===== src/ose_pkg.sv =====
package ose_pkg;

    localparam int ALPHA_W     = 8;
    localparam int CFG_W       = 13;
    localparam int CFG_IDX_W   = 1;
    localparam int LEFT_W      = 12;
    localparam int RIGHT_W     = 13;
    localparam int ROW_W       = 12;
    localparam int MAX_DIM_DEF = 4096;

    localparam logic [ALPHA_W-1:0] BG_ALPHA = 8'hFF;

    localparam logic [CFG_W-1:0] WIDTH_RST  = 13'd640;
    localparam logic [CFG_W-1:0] HEIGHT_RST = 13'd480;

    localparam logic [CFG_IDX_W-1:0] REG_IMAGE_WIDTH  = 1'd0;
    localparam logic [CFG_IDX_W-1:0] REG_IMAGE_HEIGHT = 1'd1;

    typedef struct packed {
        logic [LEFT_W-1:0]  span_left;
        logic [RIGHT_W-1:0] span_right;
        logic [ROW_W-1:0]   span_row;
    } t_span;

endpackage


===== src/ose_pixel_if.sv =====
interface ose_pixel_if;
    logic                         valid;
    logic                         ready;
    logic [ose_pkg::ALPHA_W-1:0]  pixel_alpha;

    modport source (output valid, output pixel_alpha, input ready);
    modport sink   (input valid, input pixel_alpha, output ready);
endinterface


===== src/ose_span_if.sv =====
interface ose_span_if;
    logic                         valid;
    logic                         ready;
    logic [ose_pkg::LEFT_W-1:0]   span_left;
    logic [ose_pkg::RIGHT_W-1:0]  span_right;
    logic [ose_pkg::ROW_W-1:0]    span_row;

    modport source (output valid, output span_left, output span_right, output span_row,
                    input ready);
    modport sink   (input valid, input span_left, input span_right, input span_row,
                    output ready);
endinterface


===== src/ose_run_tracker.sv =====
module ose_run_tracker #(
    parameter int MAX_DIM = ose_pkg::MAX_DIM_DEF
) (
    input  logic                        i_clk,
    input  logic                        i_rst_n,
    input  logic                        i_step,
    input  logic [ose_pkg::ALPHA_W-1:0] i_alpha,
    input  logic [ose_pkg::CFG_W-1:0]   i_width,
    input  logic [ose_pkg::CFG_W-1:0]   i_height,
    output logic                        o_emit,
    output ose_pkg::t_span              o_span
);

    localparam int CW = $clog2(MAX_DIM);
    localparam int XW = (CW + 1 > ose_pkg::CFG_W) ? CW + 1 : ose_pkg::CFG_W;

    logic [CW-1:0] r_col, n_col;
    logic [CW-1:0] r_row, n_row;
    logic          r_open, n_open;
    logic [CW-1:0] r_start, n_start;

    logic [XW-1:0] w_eff, h_eff, w_ext, h_ext;
    logic [XW-1:0] col_inc, row_inc, right;
    logic          bg, last_col;

    always_comb begin
        w_ext = XW'(i_width);
        h_ext = XW'(i_height);
        if (w_ext == '0) begin
            w_eff = XW'(1);
        end else if (w_ext > XW'(MAX_DIM)) begin
            w_eff = XW'(MAX_DIM);
        end else begin
            w_eff = w_ext;
        end
        if (h_ext == '0) begin
            h_eff = XW'(1);
        end else if (h_ext > XW'(MAX_DIM)) begin
            h_eff = XW'(MAX_DIM);
        end else begin
            h_eff = h_ext;
        end
    end

    always_comb begin
        bg       = (i_alpha == ose_pkg::BG_ALPHA);
        col_inc  = XW'(r_col) + XW'(1);
        row_inc  = XW'(r_row) + XW'(1);
        last_col = (col_inc >= w_eff);
        n_open   = r_open;
        n_start  = r_start;
        o_emit   = 1'b0;
        right    = XW'(r_col);

        if (r_open) begin
            if (bg) begin
                o_emit = 1'b1;
                n_open = 1'b0;
            end
        end else if (!bg) begin
            n_start = r_col;
            n_open  = 1'b1;
        end

        if (last_col) begin
            if (n_open) begin
                o_emit = 1'b1;
                right  = col_inc;
                n_open = 1'b0;
            end
            n_col = '0;
            n_row = (row_inc >= h_eff) ? '0 : CW'(row_inc);
        end else begin
            n_col = CW'(col_inc);
            n_row = r_row;
        end

        o_span.span_left  = ose_pkg::LEFT_W'(n_start);
        o_span.span_right = ose_pkg::RIGHT_W'(right);
        o_span.span_row   = ose_pkg::ROW_W'(r_row);
    end

    always_ff @(posedge i_clk) begin
        if (!i_rst_n) begin
            r_col   <= '0;
            r_row   <= '0;
            r_open  <= 1'b0;
            r_start <= '0;
        end else if (i_step) begin
            r_col   <= n_col;
            r_row   <= n_row;
            r_open  <= n_open;
            r_start <= n_start;
        end
    end

endmodule


===== src/opaque_span_extractor.sv =====
// Opaque span extractor: turns a raster stream of alpha bytes into runs of
// shown (non-background) pixels, one request per scan-line run.
// Input channel i_pix carries one pixel_alpha per request in raster order;
// 0xFF is background, any other value is shown.
// Output channel o_span carries span_left, exclusive span_right and span_row
// of each closed run. A run closes at the next background pixel or at the
// last column of the row.
// Configuration: i_cfg_we writes i_cfg_data into image_width (index 0) or
// image_height (index 1); write only while the block is idle.
// A run appears on o_span in the cycle after the pixel that closes it is accepted.
// Throughput: one pixel per cycle while o_span is not stalled, set by the single output register.
// A stalled o_span holds the pending span; i_pix stays ready as long as the
// output register is empty or being emptied in the same cycle.
// Reset clears the column, row and open-run state, drops any pending span
// and restores width 640 and height 480.
module opaque_span_extractor #(
    parameter int MAX_DIM = ose_pkg::MAX_DIM_DEF
) (
    input  logic                          i_clk,
    input  logic                          i_rst_n,
    ose_pixel_if.sink                     i_pix,
    ose_span_if.source                    o_span,
    input  logic                          i_cfg_we,
    input  logic [ose_pkg::CFG_IDX_W-1:0] i_cfg_idx,
    input  logic [ose_pkg::CFG_W-1:0]     i_cfg_data
);

    logic [ose_pkg::CFG_W-1:0] r_width, r_height;
    logic                      r_out_valid;
    ose_pkg::t_span            r_span;

    logic                      accept, emit;
    ose_pkg::t_span            span;

    assign i_pix.ready = !r_out_valid || o_span.ready;
    assign accept      = i_pix.valid && i_pix.ready;

    ose_run_tracker #(
        .MAX_DIM (MAX_DIM)
    ) u_tracker (
        .i_clk    (i_clk),
        .i_rst_n  (i_rst_n),
        .i_step   (accept),
        .i_alpha  (i_pix.pixel_alpha),
        .i_width  (r_width),
        .i_height (r_height),
        .o_emit   (emit),
        .o_span   (span)
    );

    always_ff @(posedge i_clk) begin
        if (!i_rst_n) begin
            r_width  <= ose_pkg::WIDTH_RST;
            r_height <= ose_pkg::HEIGHT_RST;
        end else if (i_cfg_we) begin
            unique case (i_cfg_idx)
                ose_pkg::REG_IMAGE_WIDTH:  r_width  <= i_cfg_data;
                ose_pkg::REG_IMAGE_HEIGHT: r_height <= i_cfg_data;
                default: ;
            endcase
        end
    end

    always_ff @(posedge i_clk) begin
        if (!i_rst_n) begin
            r_out_valid <= 1'b0;
        end else if (accept) begin
            r_out_valid <= emit;
        end else if (o_span.ready) begin
            r_out_valid <= 1'b0;
        end
    end

    always_ff @(posedge i_clk) begin
        if (accept && emit) begin
            r_span <= span;
        end
    end

    assign o_span.valid      = r_out_valid;
    assign o_span.span_left  = r_span.span_left;
    assign o_span.span_right = r_span.span_right;
    assign o_span.span_row   = r_span.span_row;

    a_reset_empty: assert property (@(posedge i_clk)
        !i_rst_n |=> !o_span.valid)
        else $error("span pending after reset");

    a_emit_shown: assert property (@(posedge i_clk) disable iff (!i_rst_n)
        accept && emit |=> o_span.valid)
        else $error("closed run not presented");

    a_no_repeat: assert property (@(posedge i_clk) disable iff (!i_rst_n)
        o_span.valid && o_span.ready && !(accept && emit) |=> !o_span.valid)
        else $error("span repeated after transfer");

endmodule


===== src/flat_wrapper.sv =====
// flat-port wrapper written by rule: the top's interface ports become plain ports
module opaque_span_extractor_flat 
#(
    parameter int MAX_DIM = ose_pkg::MAX_DIM_DEF
)
  (i_clk, i_rst_n, i_cfg_we, i_cfg_idx, i_cfg_data, i_pix_valid, i_pix_pixel_alpha, i_pix_ready, o_span_valid, o_span_span_left, o_span_span_right, o_span_span_row, o_span_ready);
  ose_pixel_if i_pix_i ();
  ose_span_if o_span_i ();
  input  logic i_clk;
  input  logic i_rst_n;
  input  logic i_cfg_we;
  input  logic [ose_pkg::CFG_IDX_W-1:0] i_cfg_idx;
  input  logic [ose_pkg::CFG_W-1:0] i_cfg_data;
  input wire logic [$bits(i_pix_i.valid)-1:0] i_pix_valid;
  input wire logic [$bits(i_pix_i.pixel_alpha)-1:0] i_pix_pixel_alpha;
  output wire logic [$bits(i_pix_i.ready)-1:0] i_pix_ready;
  output wire logic [$bits(o_span_i.valid)-1:0] o_span_valid;
  output wire logic [$bits(o_span_i.span_left)-1:0] o_span_span_left;
  output wire logic [$bits(o_span_i.span_right)-1:0] o_span_span_right;
  output wire logic [$bits(o_span_i.span_row)-1:0] o_span_span_row;
  input wire logic [$bits(o_span_i.ready)-1:0] o_span_ready;
  assign i_pix_i.valid = i_pix_valid;
  assign i_pix_i.pixel_alpha = i_pix_pixel_alpha;
  assign i_pix_ready = i_pix_i.ready;
  assign o_span_valid = o_span_i.valid;
  assign o_span_span_left = o_span_i.span_left;
  assign o_span_span_right = o_span_i.span_right;
  assign o_span_span_row = o_span_i.span_row;
  assign o_span_i.ready = o_span_ready;
  opaque_span_extractor #(.MAX_DIM(MAX_DIM)) u_core (.i_clk(i_clk), .i_rst_n(i_rst_n), .i_pix(i_pix_i), .o_span(o_span_i), .i_cfg_we(i_cfg_we), .i_cfg_idx(i_cfg_idx), .i_cfg_data(i_cfg_data));
endmodule

===== config.mk =====
export PLATFORM = sky130hd
export DESIGN_NAME = opaque_span_extractor_flat
export DESIGN_NICKNAME = d
export VERILOG_FILES = /design/src/ose_pkg.sv /design/src/ose_pixel_if.sv /design/src/ose_span_if.sv /design/src/ose_run_tracker.sv /design/src/opaque_span_extractor.sv /design/src/flat_wrapper.sv
export SDC_FILE = /design/constraint.sdc
export NUM_CORES = 1
export LEC_CHECK = 0
export BUFFER_PORTS_ARGS = -buffer_cell sky130_fd_sc_hd__buf_2
export CORE_MARGIN = 3
export CORE_UTILIZATION = 30
export DETAILED_ROUTE_END_ITERATION = 7
export GPL_TIMING_DRIVEN = 1
export PLACE_DENSITY = 0.59
export SYNTH_ARGS = -nofsm -noshare
export SYNTH_HDL_FRONTEND = slang
export SYNTH_SLANG_ARGS = --single-unit

===== constraint.sdc =====
create_clock -name i_clk -period 5.76 [get_ports i_clk]
set_clock_uncertainty 0.05 [all_clocks]
set_input_delay 0.288 -clock i_clk [delete_from_list [all_inputs] [get_ports i_clk]]
set_output_delay 0.288 -clock i_clk [all_outputs]
set_load 0.03 [all_outputs]

Yosys cells after proc, flatten, opt, wreduce, memory -nomap -nowiden. Index checks and enable logic that the tools add are counted.

Add/subtract/negate cells: 2. Muxes and demuxes: 18. Bitwise logic cells: 2. Equal/unequal tests: 1. Reduce and logical (&&, ||, !) cells: 11. $lt $le $gt $ge: 4.

Operator list (count): $mux 12 (6); $mux 13 (4); $add 12x1->13 const B (2); $ge 13x13->1 (2); $gt 13x13->1 const B (2); $logic_not 13->1 (2); $eq 8x8->1 const B (1); $mux 1 (8); $reduce_and 2->1 (3); $logic_and 1x1->1 (2); $not 1->1 (2); $reduce_bool 2->1 (1); $reduce_or 2->1 (1); $logic_not 1->1 (1); $logic_or 1x1->1 (1).

Output and inout bits: 39. Input port bits: 27. Logic and storage cells: 49. Register bits after elaboration: 101.

Longest topological paths before layout. Gate-level depths: netlist of run 1.

Depth in word-level cells: 6. Depth in mapped cells: 15.

By module. From an unflattened synthesis of run 1, not the netlist that was laid out.

Cell total of the unflattened synthesis: 512. Area total of the unflattened synthesis: 5203.7 um^2.

Modules (own cells, without submodules): ose_run_tracker (cells each 360, area an instance 3006.6 um^2, instances 1); opaque_span_extractor (cells each 152, area an instance 2197.1 um^2, instances 1).

Worst setup path after synthesis of run 1. OpenSTA, ideal clock, no wires.

Path type: flip-flop to flip-flop. Start: register u_core.u_tracker.r_col[1]. End: register u_core.r_span (netlist bit u_core.o_span.span_left[0]), enable pin. Path buffers: 0. Setup slack: 0.146 ns. Setup time: 0.477 ns. Cell stages (with the launch flop): 13. Data arrival time: 5.087 ns. Cells stage by stage: dfxtp_1 ha_1 nand3_4 nor2_4 and3_2 and3_2 xor2_1 ha_1 and4_1 and4_1 a21o_1 nor2_1 nor3_1.

Cells in the longest elaborated chain, start to end: 4.

Ends and longest elaborated chain: from (decl) (line ose_run_tracker.sv:17) `logic [CW-1:0] r_col, n_col;`; from (signal assigned) (line ose_run_tracker.sv:90) `r_col <= n_col;`; $add 12x1->13 (line ose_run_tracker.sv:47) `col_inc = XW'(r_col) + XW'(1);`; $ge 13x13->1 (line ose_run_tracker.sv:49) `last_col = (col_inc >= w_eff);`; $mux 1 (line ose_run_tracker.sv:65) `if (last_col) begin`; $logic_and 1x1->1 (line opaque_span_extractor.sv:75) `if (accept && emit) begin`; to (signal assigned) (line opaque_span_extractor.sv:76) `r_span <= span;`; to (decl) (line opaque_span_extractor.sv:30) `ose_pkg::t_span r_span;`.

No other way between the ends. A chain may end at the register's enable or synchronous reset.

Worst setup path in the final report of run 1.
Start: register u_core.u_tracker.r_col[0]. End: register u_core.r_span (netlist bit u_core.o_span.span_row[5]), enable pin.

Same word-level chain as after synthesis.

==> results of run 1 <==
-- sequential cells by signal, indices dropped and copies added (netlist names) --
name	count
u_core.o_span.span_left	12
u_core.o_span.span_right	13
u_core.o_span.span_row	12
u_core.o_span.valid	1
u_core.r_height	13
u_core.r_width	13
u_core.u_tracker.r_col	12
u_core.u_tracker.r_open	1
u_core.u_tracker.r_row	12
u_core.u_tracker.r_start	12
-- routing by layer --
metal | global-route usage | vias up | share of wire
met5 | 0 | - | 0
met4 | 0.0431 | 0 | 0.0075
met3 | 0.0289 | 8 | 0.049
met2 | 0.197 | 84 | 0.44
met1 | 0.183 | 1857 | 0.50
li1 | - | 1966 | -
-- layout by cell type, fill, tap and decap left out, types with 3 or more instances in the layout --
cell       count
o21ai_0       14
nand3_1       26
inv_1          4
nor3_1         6
dfxtp_1       64
a31oi_1        3
edfxtp_1      37
nor2_4         3
clkbuf_16      9
and2_1         5
xnor2_1       20
and4_1         3
nand2_1      121
nand3_4        3
ha_1          28
nor2_1        17
nand2b_1       6
a32o_1         7
nand4_1        4
a22o_1         9
a22oi_1        3
nor2b_1        7
mux2_2        13
a21oi_1       42
buf_2         65
nor4_1         5
and3_1         6
xor2_1         9
a21o_1         4
-- tightest hold or removal path, cell delays in order --
cell,delay [ns]
buf_2,0.11
nand2_1,0.05
a21oi_1,0.05
-- cells by family after synthesis --
logic type                 count (synthesis)
and+or+nand+nor                          225
DFF                                      101
AOI/OAI and AO/OA                         97
buffers and inverters                     38
xor gates and xnor gates                  30
adders and majority gates                 28
muxes                                     13
-- layout make-up --
class | count | area share
multi-input combinational | 393 | 0.428
clock buffer | 10 | 0.0392
tap | 216 | 0.0462
clock inverter | 6 | 0.0163
inverter | 4 | 0.00257
timing repair buffer | 67 | 0.0582
sequential | 101 | 0.409
-- through the flow --
step / total power, uW / util / instances / hold slack, ns
floorplan: 859 / - / 532 / 0.353
global placement: 890 / 0.341 / 781 / 0.388
detailed placement: 894 / 0.341 / 781 / 0.396
CTS: 1550 / 0.361 / 797 / 0.130
global route: 1600 / 0.361 / 797 / 0.136
finish: 1540 / 0.361 / 797 / 0.139
-- worst paths after layout --
kind / to / cells after the start
min reg2reg: u_core.u_tracker.r_start[3]$_SDFFE_PN0P_ / 2
min: u_core.r_width[4]$_SDFFE_PN0P_ / 3
max reg2reg: u_core.o_span.span_row[5]$_DFFE_PP_ / 13
max: u_core.o_span.span_row[5]$_DFFE_PP_ / 13
-- power by group through the flow --
stage	clock network [uW]	logic (uW)	registers (uW)
floorplan	0	82.2	777
global placement	0	111	778
detailed placement	0	114	780
CTS	675	114	763
global route	703	130	765
finish	661	113	763
==> impl_metrics.ini, run 1 <==
[critical_path]
path_max_fanout = 37
cp_slowest_cell = dfxtp_1
start_kind = flip-flop
arrival_ns = 4.27
regToRegSetupSlack_ns = 1.43
required_ns = 5.70
crit_family = simple AND/OR/NAND/NOR gates
crit_type = flip-flop to flip-flop
reg2reg_from = u_core.u_tracker.r_col[0]$_SDFFE_PN0P_
crit_start = u_core.u_tracker.r_col[0]$_SDFFE_PN0P_
crit_chain = ha_1 -> nand3_4 -> nor2_4 -> and3_2 -> and3_2 -> xor2_1 -> ha_1 -> and4_1 -> and4_1 -> a21o_1 -> nor2_1 -> nor3_2 -> buf_4
end_kind = flip-flop
critPathBufInv = 1
critPathMaxStageDelay_ns = 0.52

[routing]
detail_route.wl_per_cell_um = 14.7
vias = 3915
drtPass1Iterations = 4
antenna_left = 0
dr.first_iter.drc_count = 215
drc = 0
wl_mm = 11.7
viasPerCell = 4.91

[yosys]
yosysSeqAreaShare = 0.473
yosys-top-cells-count = 121 x nand2_1, 64 x dfxtp_1, 42 x a21oi_1
synth_top_cell_area_share = 0.253
yosys.area_share.simple = 0.218
synth_nets = 587
synthTopCellsByArea = dfxtp_1 25%, edfxtp_1 22%, nand2_1 9.0%
synth_edf_count = 37
synth-adder-area-share = 0.0692
synth_top_family_by_area = simple AND/OR/NAND/NOR gates
ys_warn_count = 0
yosysMostFrequentCell = nand2_1
synthFlopType = dfxtp_1
post_synth_num_cell_types = 56
ys_ff_latch = 101
syn_area_mm2 = 0.00506
synth_xor_area_frac = 0.0534
syn_area_per_cell_um2 = 9.51
async_reset_ff_frac = 0
yosysTopAreaCell = dfxtp_1
synth_mux_area_frac = 0.0289
synth_compound_area_frac = 0.124
syn_inst = 532

[placed_design]
pre_cts_ws_ns = 1.47
gp_congestion = 0.835
hpwlAfterDp_mm = 8.75
io_buffers = 65
placed_cell_area_mm2 = 0.00552

[pwr]
p_per_area_mw_per_mm2 = 263
power_frac_seq = 0.496
switching_share = 0.235
intPower_uw = 1180
clkPwrFrac = 0.430
ir_worst_vdd_v = 0.000192
p_comb_frac = 0.074
p_leak_uw = 0.00240
power.switching_uw = 361

[sta]
period_needed_ns = 4.33
worst_slew_pin_slew_ns = 0.936
rsz0062_at_grt = false
finalHoldViolCount = 0
drv_slew = 0
tns_ns = 0
timing.final.crit_share = 0.752
setup_slack_ns = 1.43
relSlewSlack = 0.376
setup_viol = 0
clock.fmax_mhz = 231

[final_layout]
regArea_mm2 = 0.00239
final_nets = 631
postLayoutCellArea_mm2 = 0.00585
antenna_cells = 0
multiInputGateArea_mm2 = 0.00250
n_fill_cell = 1631
drive_above_1_share = 0.193
area_growth_syn_to_layout_pct = 15.5

[clock_tree]
cts_buffers = 9
cts_buffer_depth = 2
cts_tree = built
clk_pin_slew_ns = 0.07
htreeDepth = 3
cts_resized = 0
clockRootBuffer = clkbuf_16
post-cts-setup-buffers = 0
holdBufCountCts = 0
clock_latency_ns = 0.35
clkSinkCount = 101

[min_path]
min_path_type = primary input to flip-flop
min_from = i_cfg_data[4]

[die]
die_h_um = 136
rows = 46
io_pins = 66
core_region_area_mm2 = 0.0162
die_area_mm2 = 0.0185
start_util = 0.313
fp.dieW_um = 136

[global_route]
antenna_found_initial = 0
gr-total-overflow = 0
grt_pass1_wl_mm = 19.0
grt_max_degree = 40
grt_pass1_vias = 3786
track_usage = 0.130

[status]
outcome = completed

[run]
maxCapViolCount = 0
Power figures use the tool's default switching activity.
==> run 2, diff against run 1 <==
- PLACE_DENSITY: 0.59 -> 0.57
- clock period: 5.76 -> 4.5 ns (I/O delays scaled with it)
==> run 2 against run 1 <==
Maximum frequency grew 14%. Clock power grew 27%. Sequential share of layout area shrank 0.24 points. Count of clock-buffer cells in the layout is the same. Critical path type unchanged. Largest cell class unchanged.
==> impl_metrics.ini, run 2 (same netlist as run 1, synthesis figures left out) <==
[clock_tree]
post-cts-setup-buffers = 0
htreeDepth = 3
cts_resized = 0
clk_pin_slew_ns = 0.07
cts_tree = built
clock_latency_ns = 0.35
cts_buffer_depth = 2
cts_buffers = 9
holdBufCountCts = 0
clkSinkCount = 101
clockRootBuffer = clkbuf_16

[critical_path]
end_kind = flip-flop
critPathBufInv = 1
arrival_ns = 3.75
cp_slowest_cell = dfxtp_1
start_kind = flip-flop
crit_family = simple AND/OR/NAND/NOR gates
required_ns = 4.47
path_max_fanout = 24
crit_chain = ha_1 -> nand3_4 -> nor2_4 -> and3_2 -> and3_2 -> xor2_1 -> ha_1 -> and4_1 -> and4_1 -> a21o_1 -> nor2_1 -> nor3_4 -> buf_4
critPathMaxStageDelay_ns = 0.53
reg2reg_from = u_core.u_tracker.r_col[0]$_SDFFE_PN0P_
crit_type = flip-flop to flip-flop
crit_start = u_core.u_tracker.r_col[0]$_SDFFE_PN0P_

[final_layout]
layout_commonest_cell = nand2_1
drive_above_1_share = 0.198
area_growth_syn_to_layout_pct = 16.2
antenna_cells = 0
n_fill_cell = 1627
final_nets = 635
stdcell_count = 801
final_cell_mix = 121 x nand2_1, 65 x buf_2, 64 x dfxtp_1, 42 x a21oi_1, 37 x edfxtp_1

[global_route]
antenna_found_initial = 0
grt_pass1_vias = 3788
grt_max_degree = 40
gr-total-overflow = 0
grt_pass1_wl_mm = 19.1
track_usage = 0.131

[routing]
detail_route.wl_per_cell_um = 14.7
viasPerCell = 4.95
vias = 3965
dr.first_iter.drc_count = 204
antenna_left = 0
drtPass1Iterations = 5
drc = 0
wl_mm = 11.8

[sta]
finalHoldViolCount = 0
rsz0062_at_grt = false
drv_slew = 0
clock.fmax_mhz = 264
relSlewSlack = 0.463
timing.final.crit_share = 0.841
period_needed_ns = 3.78
worst_slew_pin_slew_ns = 0.802
setup_viol = 0
tns_ns = 0

[placed_design]
hpwlAfterDp_mm = 8.82
dp.cells = 785
io_buffers = 65
gp_congestion = 0.822

[pwr]
ir_worst_vdd_v = 0.000182
p_leak_uw = 0.00243
p_per_area_mw_per_mm2 = 334

[run]
maxCapViolCount = 0

[die]
rows = 46
core_region_area_mm2 = 0.0162
io_pins = 66
die_h_um = 136
die_area_mm2 = 0.0185
start_util = 0.313
fp.dieW_um = 136

[status]
outcome = completed

[min_path]
min_path_type = primary input to flip-flop
min_from = i_cfg_data[7]
## run 2: changes by cell type in the layout (fill, tap and decap cells not counted), sizes merged
cell,change
clkinvlp,-1
buf,+4
clkinv,+1
## run 2: power breakdown
| part | total, uW | internal [uW] | switching, uW |
|---|---|---|---|
| registers | 977 | 960 | 17.3 |
| logic | 148 | 54.9 | 93.0 |
| clock network | 837 | 492 | 345 |
| total | 1960 | 1510 | 455 |
## run 2: layout make-up
class                           instances  area, um2  area share
Tap cell                              216        270      0.0460
Sequential cell                       101       2390       0.407
Inverter                                4       15.0     0.00255
Clock inverter                          6       93.8      0.0160
Clock buffer                           10        229      0.0389
Timing Repair Buffer                   71        370      0.0630
Multi-Input combinational cell        393       2510       0.427
## run 2: per-layer routing
layer  wire, um  part of all wire  vias up  track usage
met1       5950              0.50     1867        0.187
li1           -                 -     1972            -
met2       5060              0.43      111        0.192
met5          0                 0        -            0
met4        213             0.018        0       0.0588
met3        557             0.047       15       0.0248
## run 2: through the flow
| stage | hold slack [ns] | instance area [um2] | total power [uW] | setup WS, ns | util |
|---|---|---|---|---|---|
| detailed placement | 0.393 | 5560 | 1150 | 0.747 | 0.344 |
| finish | 0.0710 | 5880 | 1960 | 0.717 | 0.364 |
| global route | 0.0700 | 5880 | 2040 | 0.482 | 0.364 |
| CTS | 0.0610 | 5880 | 1980 | 0.712 | 0.364 |
| global placement | 0.388 | 5560 | 1140 | 0.864 | 0.344 |
| floorplan | 0.298 | 5060 | 1100 | 0.000560 | - |
## run 2: path summary, 6_finish.rpt
kind	endpoint	slack [ns]	cells after the start
max	u_core.o_span.span_right[7]$_DFFE_PP_	0.72	13
min	u_core.r_width[7]$_SDFFE_PN1P_	0.07	3
max reg2reg	u_core.o_span.span_right[7]$_DFFE_PP_	0.72	13
min reg2reg	u_core.u_tracker.r_start[3]$_SDFFE_PN0P_	0.41	2
## run 2: worst register-to-register path, delay by kind of cell (launching register included)
family                     cells  cell delay [ns]
and+or+nand+nor                8             1.55
adders and majority gates      2             0.72
DFF                            1             0.53
buffers and inverters          1             0.35
AOI/OAI and AO/OA              1             0.15
xor gates and xnor gates       1             0.09
==> run 3, diff against run 2 <==
- ABC_AREA: default -> 1
- PLACE_DENSITY: 0.57 -> 0.59
- clock period: 4.5 -> 3.4 ns (I/O delays scaled with it)
==> run 3 against run 2 <==
Sequential cell count unchanged. Non-clock buffer count rose by 4. Final cell count is 17% higher. Worst setup slack worse by 0.45 ns. Critical endpoint is now u_core.o_span.span_right[6]$_DFFE_PP_. Sequential share of layout area is 0.97 points lower. Cell area increased by 2.4%.
==> impl_metrics.ini, run 3 <==
[die]
start_util = 0.308
core_region_area_mm2 = 0.0167
rows = 47
die_area_mm2 = 0.0187
io_pins = 66
die_h_um = 137
fp.dieW_um = 137

[critical_path]
crit_type = flip-flop to flip-flop
reg2reg_from = u_core.u_tracker.r_col[0]$_SDFFE_PN0P_
regToRegSetupSlack_ns = 0.26
rr_endpoint = u_core.o_span.span_right[6]$_DFFE_PP_
required_ns = 3.39
end_kind = flip-flop
start_kind = flip-flop
ff2ff_path_depth = 18
path_max_fanout = 12
arrival_ns = 3.13

[global_route]
track_usage = 0.131
grt_pass1_wl_mm = 19.7
antenna_found_initial = 0
grt_max_degree = 35
gr-total-overflow = 0
grt_pass1_vias = 3958

[sta]
worst_slew_pin_slew_ns = 0.547
finalHoldViolCount = 0
setup_viol = 0
drv_slew = 0
clock.fmax_mhz = 319
rsz0062_at_grt = true
tns_ns = 0
period_needed_ns = 3.14
timing.final.crit_share = 0.923
relSlewSlack = 0.634
whs_ns = 0.00279

[yosys]
syn_inst = 648
post_synth_num_cell_types = 36
ys_warn_count = 0
synthFlopType = dfxtp_1
yosysTopAreaCell = dfxtp_1
syn_area_per_cell_um2 = 7.94
yosysMostFrequentCell = nand2_1
synthTopCellsByArea = dfxtp_1 25%, edfxtp_1 22%, nand2_1 12%
yosysSeqAreaShare = 0.465
syn_area_mm2 = 0.00514
synth_nets = 703
async_reset_ff_frac = 0
synth_top_cell_area_share = 0.249
synth_edf_count = 37
ys_ff_latch = 101
yosys-top-cells-count = 159 x nand2_1, 96 x nor2_1, 64 x dfxtp_1

[clock_tree]
htreeDepth = 3
clk_pin_slew_ns = 0.06
cts_buffers = 9
clock_latency_ns = 0.34
cts_buffer_depth = 2
post-cts-setup-buffers = 0
clockRootBuffer = clkbuf_16
clkSinkCount = 101
cts_tree = built

[placed_design]
io_buffers = 65
hpwlAfterDp_mm = 8.66
gp_congestion = 0.788

[min_path]
hold_depth = 3
min_path_type = primary input to flip-flop
min_from = i_cfg_data[6]
holdPathEnd = u_core.r_height[6]$_SDFFE_PN1P_

[final_layout]
final_nets = 767
final_cell_mix = 159 x nand2_1, 96 x nor2_1, 65 x buf_2, 64 x dfxtp_1, 52 x inv_1
regArea_mm2 = 0.00239
layout_commonest_cell = nand2_1
area_growth_syn_to_layout_pct = 17.2
antenna_cells = 0
multiInputGateArea_mm2 = 0.00240
drive_above_1_share = 0.179
n_fill_cell = 1791

[routing]
dr.first_iter.drc_count = 397
drtPass1Iterations = 4
vias = 4184
detail_route.wl_per_cell_um = 12.7
wl_mm = 11.9
viasPerCell = 4.47
drc = 0
antenna_left = 0

[pwr]
ir_worst_vdd_v = 0.000212
p_leak_uw = 0.00275
p_per_area_mw_per_mm2 = 432

[run]
maxCapViolCount = 0

[status]
outcome = completed
run 3: worst max path at each step:
| stage | startpoint | endpoint | cells after the start |
|---|---|---|---|
| finish | u_core.u_tracker.r_col[0]$_SDFFE_PN0P_ | u_core.o_span.span_right[6]$_DFFE_PP_ | 18 |
| global route | u_core.u_tracker.r_col[0]$_SDFFE_PN0P_ | u_core.o_span.span_right[6]$_DFFE_PP_ | 18 |
| CTS | u_core.u_tracker.r_col[0]$_SDFFE_PN0P_ | u_core.o_span.span_right[6]$_DFFE_PP_ | 18 |
| detailed placement | u_core.u_tracker.r_col[0]$_SDFFE_PN0P_ | u_core.o_span.span_right[8]$_DFFE_PP_ | 18 |
| global placement | u_core.u_tracker.r_col[0]$_SDFFE_PN0P_ | u_core.o_span.span_right[9]$_DFFE_PP_ | 18 |
| floorplan | u_core.u_tracker.r_col[0]$_SDFFE_PN0P_ | u_core.o_span.span_left[0]$_DFFE_PP_ | 17 |
run 3: layout make-up:
cell class                      instances  area share
Multi-Input combinational cell        461       0.398
Clock buffer                           13      0.0399
Inverter                               64      0.0401
Sequential cell                       101       0.397
Timing Repair Buffer                   75      0.0690
Tap cell                              220      0.0457
Clock inverter                          2     0.00997
run 3: critical path: stages, from the launching register on:
cell and delay (ns):
dfxtp_1 0.41, ha_1 0.23, nand3_2 0.11, nor2_2 0.19, nand4_2 0.17, xor2_2 0.18, inv_1 0.08, ha_1 0.29
nand2_1 0.07, nor2_2 0.09, nand2_1 0.08, nor2_1 0.09, nand2_1 0.09, nand3_4 0.17, nand2_4 0.06, nand2_1 0.07
nand2_1 0.06, inv_1 0.13, buf_4 0.22
run 3: what timing repair did:
item | CTS | global route
hold endpoints to repair | 1 | 0
hold buffers | 1 | 0
gates resized for setup | 0 | 1
endpoints found under the setup margin | 0 | 37
run 3: kinds of logic (layout without fill, tap and decap cells):
family          after synthesis  after routing  synth area share
compound gates               88             88            0.0915
flops                       101            101             0.465
buf+inv                      86            154            0.0696
simple gates                329            329             0.275
xor+xnor                     16             16            0.0302
fa+ha+maj                    28             28            0.0681
run 3: report_power, final:
| group | internal (uW) | switching, uW | leakage (uW) |
|---|---|---|---|
| clock | 643 | 418 | 0.000144 |
| sequential | 1290 | 25.8 | 0.000900 |
| combinational | 82.0 | 152 | 0.00171 |
run 3: layer usage:
metal	part of all wire	wire [um]	global-route usage	up-vias
met4	0.010	120	0.0349	0
met1	0.50	5890	0.182	1889
li1	-	-	-	2235
met2	0.45	5380	0.208	54
met5	0	0	0	-
met3	0.039	459	0.0254	6
run 3: per-stage QoR:
step,setup slack [ns],util,cells,total power (uW),cell area [um2]
after floorplan,0.0189,-,648,1500,5140
after global placement,0.333,0.342,920,1570,5710
after detailed placement,0.266,0.342,920,1570,5710
after CTS,0.238,0.360,936,2630,6020
after global routing,-0.00745,0.361,936,2720,6020
final,0.262,0.361,936,2600,6020
